--- src/line_assembler_with_overflow_discard_defines.svh ---
// Assertion macros for the line assembler.
`ifndef LINE_ASSEMBLER_WITH_OVERFLOW_DISCARD_DEFINES_SVH
`define LINE_ASSEMBLER_WITH_OVERFLOW_DISCARD_DEFINES_SVH

`ifndef SYNTH
`define LAFD_ASSERT_IMP(label, ante, cons) \
  label: assert property (@(posedge clk) disable iff (rst) (ante) |-> (cons)) \
    else $error("lafd: implication check failed");
`define LAFD_ASSERT_NEXT(label, ante, cons) \
  label: assert property (@(posedge clk) disable iff (rst) (ante) |=> (cons)) \
    else $error("lafd: next-cycle check failed");
`else
`define LAFD_ASSERT_IMP(label, ante, cons)
`define LAFD_ASSERT_NEXT(label, ante, cons)
`endif

`endif

--- src/lafd_pkg.sv ---
`timescale 1ns / 1ps
package lafd_pkg;

  localparam int LINE_MAX = 64;
  localparam int FILL_W   = $clog2(LINE_MAX);
  localparam logic [FILL_W-1:0] FILL_LAST = FILL_W'(LINE_MAX - 1);

  localparam logic [7:0] CH_NL = 8'h0A;
  localparam logic [7:0] CH_CR = 8'h0D;

  localparam logic [31:0] CNT_MAX = 32'hFFFF_FFFF;

  localparam logic [1:0] KIND_CHAR     = 2'd0;
  localparam logic [1:0] KIND_EMPTY    = 2'd1;
  localparam logic [1:0] KIND_OVERFLOW = 2'd2;

  localparam logic [1:0] OP_STORE = 2'd0;
  localparam logic [1:0] OP_LINE  = 2'd1;
  localparam logic [1:0] OP_EMPTY = 2'd2;
  localparam logic [1:0] OP_OVF   = 2'd3;

  // queue depth, power of two
  localparam int Q_DEPTH = 2;
  localparam int Q_AW    = $clog2(Q_DEPTH);

  typedef struct packed {
    logic [1:0]        op;
    logic [7:0]        data;        // byte to store
    logic [FILL_W-1:0] addr;        // store address, or line length
    logic [31:0]       line_total;
    logic [31:0]       ovf_total;
  } cmd_t;

  function automatic logic [31:0] sat_inc(input logic [31:0] v);
    sat_inc = (v == CNT_MAX) ? v : v + 32'd1;
  endfunction

endpackage

--- src/lafd_ram.sv ---
`timescale 1ns / 1ps
module lafd_ram #(
  parameter int WIDTH = 8,
  parameter int DEPTH = 64
) (
  input  logic                     clk,
  input  logic                     we,
  input  logic [$clog2(DEPTH)-1:0] wr_addr,
  input  logic [WIDTH-1:0]         wr_data,
  input  logic [$clog2(DEPTH)-1:0] rd_addr,
  output logic [WIDTH-1:0]         rd_data
);

  logic [WIDTH-1:0] mem [DEPTH];

  always_ff @(posedge clk) begin
    if (we) begin
      mem[wr_addr] <= wr_data;
    end
    rd_data <= mem[rd_addr];
  end

endmodule

--- src/lafd_front.sv ---
`timescale 1ns / 1ps
module lafd_front import lafd_pkg::*; (
  input  logic       clk,
  input  logic       rst,
  input  logic       in_valid,
  output logic       in_stall,
  input  logic [7:0] rx_byte,
  input  logic       q_full,
  output logic       push,
  output cmd_t       cmd
);

  logic [FILL_W-1:0] fill, fill_next;
  logic              discard, discard_next;
  logic [31:0]       line_cnt, line_cnt_next;
  logic [31:0]       ovf_cnt, ovf_cnt_next;
  logic              accept;

  assign in_stall = q_full;
  assign accept   = in_valid && !q_full;

  always_comb begin
    fill_next     = fill;
    discard_next  = discard;
    line_cnt_next = line_cnt;
    ovf_cnt_next  = ovf_cnt;
    push          = 1'b0;
    cmd.op        = OP_STORE;
    cmd.data      = rx_byte;
    cmd.addr      = fill;
    if (accept) begin
      if (rx_byte == CH_NL) begin
        fill_next = '0;
        if (discard) begin
          discard_next = 1'b0;
        end else begin
          line_cnt_next = sat_inc(line_cnt);
          push          = 1'b1;
          cmd.op        = (fill == '0) ? OP_EMPTY : OP_LINE;
        end
      end else if (rx_byte != CH_CR && !discard) begin
        push = 1'b1;
        if (fill != FILL_LAST) begin
          fill_next = fill + 1'b1;
        end else begin
          // store full: drop the partial line and skip to next newline
          fill_next    = '0;
          discard_next = 1'b1;
          ovf_cnt_next = sat_inc(ovf_cnt);
          cmd.op       = OP_OVF;
        end
      end
    end
    cmd.line_total = line_cnt_next;
    cmd.ovf_total  = ovf_cnt_next;
  end

  always_ff @(posedge clk) begin
    if (rst) begin
      fill     <= '0;
      discard  <= 1'b0;
      line_cnt <= '0;
      ovf_cnt  <= '0;
    end else begin
      fill     <= fill_next;
      discard  <= discard_next;
      line_cnt <= line_cnt_next;
      ovf_cnt  <= ovf_cnt_next;
    end
  end

endmodule

--- src/lafd_queue.sv ---
`timescale 1ns / 1ps
module lafd_queue import lafd_pkg::*; (
  input  logic clk,
  input  logic rst,
  input  logic push,
  input  cmd_t push_data,
  output logic full,
  input  logic pop,
  output logic head_valid,
  output cmd_t head
);

  cmd_t            entries [Q_DEPTH];
  logic [Q_AW-1:0] wr_ptr;
  logic [Q_AW-1:0] rd_ptr;
  logic [Q_AW:0]   count;

  assign full       = (count == (Q_AW+1)'(Q_DEPTH));
  assign head_valid = (count != '0);
  assign head       = entries[rd_ptr];

  always_ff @(posedge clk) begin
    if (push) begin
      entries[wr_ptr] <= push_data;
    end
  end

  always_ff @(posedge clk) begin
    if (rst) begin
      wr_ptr <= '0;
      rd_ptr <= '0;
      count  <= '0;
    end else begin
      if (push) begin
        wr_ptr <= wr_ptr + 1'b1;
      end
      if (pop) begin
        rd_ptr <= rd_ptr + 1'b1;
      end
      if (push && !pop) begin
        count <= count + 1'b1;
      end else if (pop && !push) begin
        count <= count - 1'b1;
      end
    end
  end

endmodule

--- src/lafd_back.sv ---
`timescale 1ns / 1ps
module lafd_back import lafd_pkg::*; (
  input  logic        clk,
  input  logic        rst,
  input  logic        q_valid,
  input  cmd_t        q_head,
  output logic        q_pop,
  output logic        out_valid,
  input  logic        out_stall,
  output logic [1:0]  event_kind,
  output logic [7:0]  line_char,
  output logic        run_last,
  output logic [31:0] line_total,
  output logic [31:0] overflow_total
);

  localparam logic ST_IDLE  = 1'b0;
  localparam logic ST_DRAIN = 1'b1;

  logic              state, state_next;
  logic [FILL_W-1:0] idx, idx_next;
  logic [FILL_W-1:0] len, len_next;
  logic [31:0]       cur_line, cur_line_next;
  logic [31:0]       cur_ovf, cur_ovf_next;

  logic              out_free;
  logic              load;
  logic [1:0]        ld_kind;
  logic [7:0]        ld_char;
  logic              ld_last;
  logic [31:0]       ld_line;
  logic [31:0]       ld_ovf;
  logic              last_char;

  logic              ram_we;
  logic [FILL_W-1:0] rd_addr;
  logic [7:0]        rd_data;

  lafd_ram #(
    .WIDTH (8),
    .DEPTH (LINE_MAX)
  ) u_store (
    .clk     (clk),
    .we      (ram_we),
    .wr_addr (q_head.addr),
    .wr_data (q_head.data),
    .rd_addr (rd_addr),
    .rd_data (rd_data)
  );

  assign out_free  = !out_valid || !out_stall;
  assign last_char = (idx == len - 1'b1);
  assign ram_we    = q_pop && (q_head.op == OP_STORE);

  always_comb begin
    state_next    = state;
    idx_next      = idx;
    len_next      = len;
    cur_line_next = cur_line;
    cur_ovf_next  = cur_ovf;
    q_pop         = 1'b0;
    load          = 1'b0;
    ld_kind       = KIND_CHAR;
    ld_char       = 8'd0;
    ld_last       = 1'b1;
    ld_line       = q_head.line_total;
    ld_ovf        = q_head.ovf_total;
    rd_addr       = '0;
    case (state)
      ST_IDLE: begin
        if (q_valid) begin
          case (q_head.op)
            OP_STORE: begin
              q_pop = 1'b1;
            end
            OP_LINE: begin
              if (out_free) begin
                // first read (address zero) goes out this cycle
                q_pop         = 1'b1;
                idx_next      = '0;
                len_next      = q_head.addr;
                cur_line_next = q_head.line_total;
                cur_ovf_next  = q_head.ovf_total;
                state_next    = ST_DRAIN;
              end
            end
            OP_EMPTY: begin
              if (out_free) begin
                q_pop   = 1'b1;
                load    = 1'b1;
                ld_kind = KIND_EMPTY;
              end
            end
            OP_OVF: begin
              if (out_free) begin
                q_pop   = 1'b1;
                load    = 1'b1;
                ld_kind = KIND_OVERFLOW;
              end
            end
            default: begin
            end
          endcase
        end
      end
      ST_DRAIN: begin
        ld_line = cur_line;
        ld_ovf  = cur_ovf;
        rd_addr = idx;
        if (out_free) begin
          load    = 1'b1;
          ld_kind = KIND_CHAR;
          ld_char = rd_data;
          ld_last = last_char;
          if (last_char) begin
            state_next = ST_IDLE;
          end else begin
            idx_next = idx + 1'b1;
            rd_addr  = idx + 1'b1;
          end
        end
      end
      default: begin
        state_next = ST_IDLE;
      end
    endcase
  end

  always_ff @(posedge clk) begin
    if (rst) begin
      state     <= ST_IDLE;
      out_valid <= 1'b0;
    end else begin
      state <= state_next;
      if (load) begin
        out_valid <= 1'b1;
      end else if (!out_stall) begin
        out_valid <= 1'b0;
      end
    end
  end

  always_ff @(posedge clk) begin
    idx      <= idx_next;
    len      <= len_next;
    cur_line <= cur_line_next;
    cur_ovf  <= cur_ovf_next;
    if (load) begin
      event_kind     <= ld_kind;
      line_char      <= ld_char;
      run_last       <= ld_last;
      line_total     <= ld_line;
      overflow_total <= ld_ovf;
    end
  end

endmodule

--- src/line_assembler_with_overflow_discard.sv ---
`timescale 1ns / 1ps
`include "line_assembler_with_overflow_discard_defines.svh"
// Newline framer for a received serial byte stream. Each byte is classified
// by the front end as it is taken in (carriage returns and bytes inside an
// overflow discard are dropped with no result); a two-entry command queue
// sits between it and the back end, so bytes keep coming in at one per
// cycle until the queue fills. A stored character is one write into the
// 64-byte line store. A newline that ends a line of n characters starts a
// drain of the store: it has one registered read port, so the characters
// stream out one per cycle, slowed only by stall on the output. Counter
// values on every result are those after the byte that caused it; both
// counters saturate.
module line_assembler_with_overflow_discard import lafd_pkg::*; (
  input  logic        clk,
  input  logic        rst,
  input  logic        in_valid,
  output logic        in_stall,
  input  logic [7:0]  rx_byte,
  output logic        out_valid,
  input  logic        out_stall,
  output logic [1:0]  event_kind,
  output logic [7:0]  line_char,
  output logic        run_last,
  output logic [31:0] line_total,
  output logic [31:0] overflow_total
);

  logic push;
  cmd_t push_cmd;
  logic q_full;
  logic q_pop;
  logic q_valid;
  cmd_t q_head;

  lafd_front u_front (
    .clk      (clk),
    .rst      (rst),
    .in_valid (in_valid),
    .in_stall (in_stall),
    .rx_byte  (rx_byte),
    .q_full   (q_full),
    .push     (push),
    .cmd      (push_cmd)
  );

  lafd_queue u_queue (
    .clk        (clk),
    .rst        (rst),
    .push       (push),
    .push_data  (push_cmd),
    .full       (q_full),
    .pop        (q_pop),
    .head_valid (q_valid),
    .head       (q_head)
  );

  lafd_back u_back (
    .clk            (clk),
    .rst            (rst),
    .q_valid        (q_valid),
    .q_head         (q_head),
    .q_pop          (q_pop),
    .out_valid      (out_valid),
    .out_stall      (out_stall),
    .event_kind     (event_kind),
    .line_char      (line_char),
    .run_last       (run_last),
    .line_total     (line_total),
    .overflow_total (overflow_total)
  );

  // empty-line and overflow results stand alone and carry no character
  `LAFD_ASSERT_IMP(a_nonchar_single, out_valid && event_kind != KIND_CHAR, run_last && line_char == 8'd0)
  // counters seen on consecutive results never go backwards
  `LAFD_ASSERT_IMP(a_line_mono, (out_valid && !out_stall) ##1 out_valid, line_total >= $past(line_total))
  `LAFD_ASSERT_IMP(a_ovf_mono, (out_valid && !out_stall) ##1 out_valid, overflow_total >= $past(overflow_total))
  // a command is never pushed into a full queue
  `LAFD_ASSERT_NEXT(a_queue_safe, q_full && !q_pop, !push || q_full)

endmodule

--- config.mk ---
export PLATFORM = sky130hd
export DESIGN_NAME = line_assembler_with_overflow_discard
export DESIGN_NICKNAME = d
export VERILOG_FILES = /design/src/lafd_pkg.sv /design/src/lafd_ram.sv /design/src/lafd_front.sv /design/src/lafd_queue.sv /design/src/lafd_back.sv /design/src/line_assembler_with_overflow_discard.sv
export VERILOG_INCLUDE_DIRS = /design/src /design/src/src
export SDC_FILE = /design/constraint.sdc
export NUM_CORES = 1
export LEC_CHECK = 0
export ABC_AREA = 1
export BUFFER_PORTS_ARGS = -buffer_cell sky130_fd_sc_hd__clkbuf_2
export CAP_MARGIN = 15
export CORE_MARGIN = 3
export CORE_UTILIZATION = 54
export CTS_BUF_LIST = sky130_fd_sc_hd__clkbuf_4 sky130_fd_sc_hd__clkbuf_8
export CTS_CLUSTER_DIAMETER = 40
export DETAILED_ROUTE_END_ITERATION = 16
export GPL_TIMING_DRIVEN = 0
export PLACE_DENSITY = 0.67
export SETUP_SLACK_MARGIN = 0.2
export SYNTH_ARGS = -nofsm -noshare
export SYNTH_HDL_FRONTEND = slang
export SYNTH_SLANG_ARGS = --single-unit
export TNS_END_PERCENT = 30
--- constraint.sdc ---
create_clock -name clk -period 6.2 [get_ports clk]
set_input_delay 1.24 -clock clk [delete_from_list [all_inputs] [get_ports clk]]
set_output_delay 1.24 -clock clk [all_outputs]
set_load 0.01 [all_outputs]
==> metrics <==
outcome finished, final reports clean; fmax 268.2 MHz; Die X 274.6 µm; most frequent cell after synthesis edfxtp_1; vias in the first global route 25,920; post-synthesis sequential area ratio 0.6786; fill count 5,725; startpoint types flop; worst hold path type reg2reg; largest net degree at the start of global routing 65; largest family of logic cells by synthesized area simple AND/OR/NAND/NOR gates; mean post-synth cell area 10.84 µm²; EDFF count, synth 823; max-slew violations 0; Post-CTS Resized 0; grt ovf 0; largest cells by area after synthesis edfxtp_1 63%, nand2_1 7.5%, nand3_1 6.2%, inv_1 5.6%, dfxtp_1 4.4%; minimum clock period 3.729 ns; CTS clock-pin slew for the worst setup and hold paths 0.06 ns; clock buffer depth 3; post-synthesis mux area share 0.02136; CP max FO 10; syn_nets 3,611; Clock Sinks 909; synth unique cells 42; max incr delay on CP 1.18 ns; Post-Synth XOR/XNOR Area 0.008544; crit path kind reg2reg; # port buffers 88; # nets final 3,864; RSZ-0062 raised after global routing no; FF/Latch Area 0.02644 mm²; Area Growth Syn to Fin 12.87%; setup bufs post-CTS 0; Core Region 0.07076 mm²; first-pass GRT wire length 156.2 mm; commonest cells in the netlist 823 x edfxtp_1, 774 x nand2_1, 582 x inv_1; CTS Buf Count 155; simple-gate share of the synthesized area 0.1976; DR vias/cell 5.572; complex-gate fraction of the synthesized area 0.01336; CTS tree built; FF+latch count, synth 909; Worst setup EP type flop; Leak 17.85 nW; Synth Warn # 0; met1 Usage GRT 0.3769; drt first pass iters 8; Ports 89; area of the mapped netlist 0.03895 mm²; gp weighted congestion 0.9538; Worst EP arrival 4.15 ns; layout cells sized above 1 0.1425; Gate Count Post-Synth 3,592; Rel. slew slack 0.2166; cell row count 97; area of the multi-input gates 0.009527 mm²; Total GRT Usage 0.2820; WHS 0.4546 ns; DRC Markers 0; critical-path cell list clkbuf_1 > o21ai_0 > nand3_1 > nor2_1; largest delay contributor family on the critical path simple AND/OR/NAND/NOR gates; initial antenna violation count 7; share of the synthesized area in the top cell type 0.6344; Die Y 274.6 µm; starting DRC count in detailed routing 2,959; CTS Hold Bufs 0; Routed Antenna Nets 0; Final Setup Violations 0; worst skew pair latency 0.82 ns; most used routing layer in global routing met2; Slew @ Worst Pin 1.171 ns; Final period util 0.6014; H-Tree Depth 4; critical path's slowest cell nor2_1; Crit path buffers/inverters 1; Clock Tree Root clkbuf_8; critical path data required time 6.62 ns; Routed WL 106.4 mm; GR Layer Usage met2 0.4414; post-synthesis adder-cell area fraction 0.002248; Synth async-reset ratio 0; Hold Vio Cnt, Final 0; max-cap violations 0; Peak VDD IR 0.0002706 V; die area 0.07539 mm²; HPWL after detailed placement 70.99 mm; post-layout util 0.6214; drt wl/cell 21.68 µm; top_reg_cell synth edfxtp_1; routed via count 27,350; routing usage on met3 0.05835; pwr/cell area 407.2 mW/mm²; starting density of the core 0.5505; Yosys top cell by area edfxtp_1; Max Clock Skew 0.02470 ns
[path summary, 6_finish.rpt]
path	slack, ns	startpoint	cells past startpoint	endpoint
max	2.47	flop	4	u_back.u_store.mem[60][7]
min reg2reg	0.45	u_queue.rd_ptr	1	u_queue.rd_ptr
min	0.45	u_queue.rd_ptr	1	u_queue.rd_ptr
max reg2reg	2.47	flop	4	u_back.u_store.mem[60][7]
[layout by cell type (no fill, tap or decap), types with 4 or more instances in the layout]
cell / count
clkbuf_4: 49
buf_1: 5
xor2_1: 32
o211ai_1: 9
inv_6: 7
clkinvlp_4: 7
o21ai_0: 44
buf_4: 15
bufinv_16: 7
mux2_4: 7
nand3_2: 5
clkbuf_2: 88
nor2_1: 174
nand4_1: 193
dfxtp_1: 86
clkinv_2: 20
mux2_2: 66
ha_1: 7
clkinv_1: 21
clkbuf_1: 68
edfxtp_1: 823
nor3_1: 37
nor4_1: 7
inv_2: 5
nand2_1: 773
a21oi_1: 37
buf_12: 6
inv_1: 582
nor2_4: 6
clkbuf_8: 164
buf_2: 84
nand3_1: 480
diode_2: 4
nor2_2: 4
or2_2: 9
xnor2_1: 6
[cells by family after synthesis]
family                   after synthesis
XOR/XNOR                              38
multiplexers                          74
buffers and inverters                763
AO/OA/AOI/OAI                         96
flip-flops                           909
AND/OR/NAND/NOR                     1705
adder cells (fa/ha/maj)                7
[sequential cells by signal (all words and copies together), names as in the netlist, 32 cells and up, named ones only]
name / count
u_back.u_store.mem: 512
u_queue.entries: 160
u_back.cur_line: 32
u_back.cur_ovf: 32
u_back.line_total: 32
u_back.overflow_total: 32
u_front.line_cnt: 32
u_front.ovf_cnt: 32
[routing by layer]
metal / routed length [µm] / vias up / share of wire
met5: 46 / - / 0.00043
li1: - / 12660 / -
met3: 9878 / 307 / 0.093
met4: 5168 / 6 / 0.049
met2: 48990 / 1389 / 0.46
met1: 42330 / 12990 / 0.40
[report_power, final]
| part | switching [W] | total, W | internal (W) |
|---|---|---|---|
| sequential | 0.000171 | 0.00795 | 0.00777 |
| combinational | 0.00333 | 0.00446 | 0.00112 |
| clock | 0.00245 | 0.00550 | 0.00305 |
| total | 0.00596 | 0.0179 | 0.0119 |
[worst register-to-register path, cell delays in order, from the launching register on]
cell and delay, ns:
dfxtp_1 0.34, clkbuf_1 0.22, o21ai_0 0.71, nand3_1 0.88
nor2_1 1.19
[through the flow]
stage	power, W	worst slack (ns)	std cells	setup TNS (ns)	instance area (µm²)
after floorplan	0.01057	0.6269	3592	0	38950
after global placement	0.01238	-1.853	4620	-371.13	40570
after detailed placement	0.01244	2.282	4628	0	40800
after CTS	0.01791	2.602	4905	0	43960
after global routing	0.01859	2.340	4906	0	43960
final	0.01791	2.471	4909	0	43970
[layout make-up]
type | count | area share
sequential | 909 | 0.6013
multi-input combinational | 1920 | 0.2167
clock buffer | 213 | 0.05970
inverter | 588 | 0.05020
tap | 940 | 0.02675
buffer | 175 | 0.01912
timing repair buffer | 96 | 0.01400
clock inverter | 64 | 0.01207
antenna | 4 | 0.0002277
No activity file was read; power rests on OpenSTA's default activity.
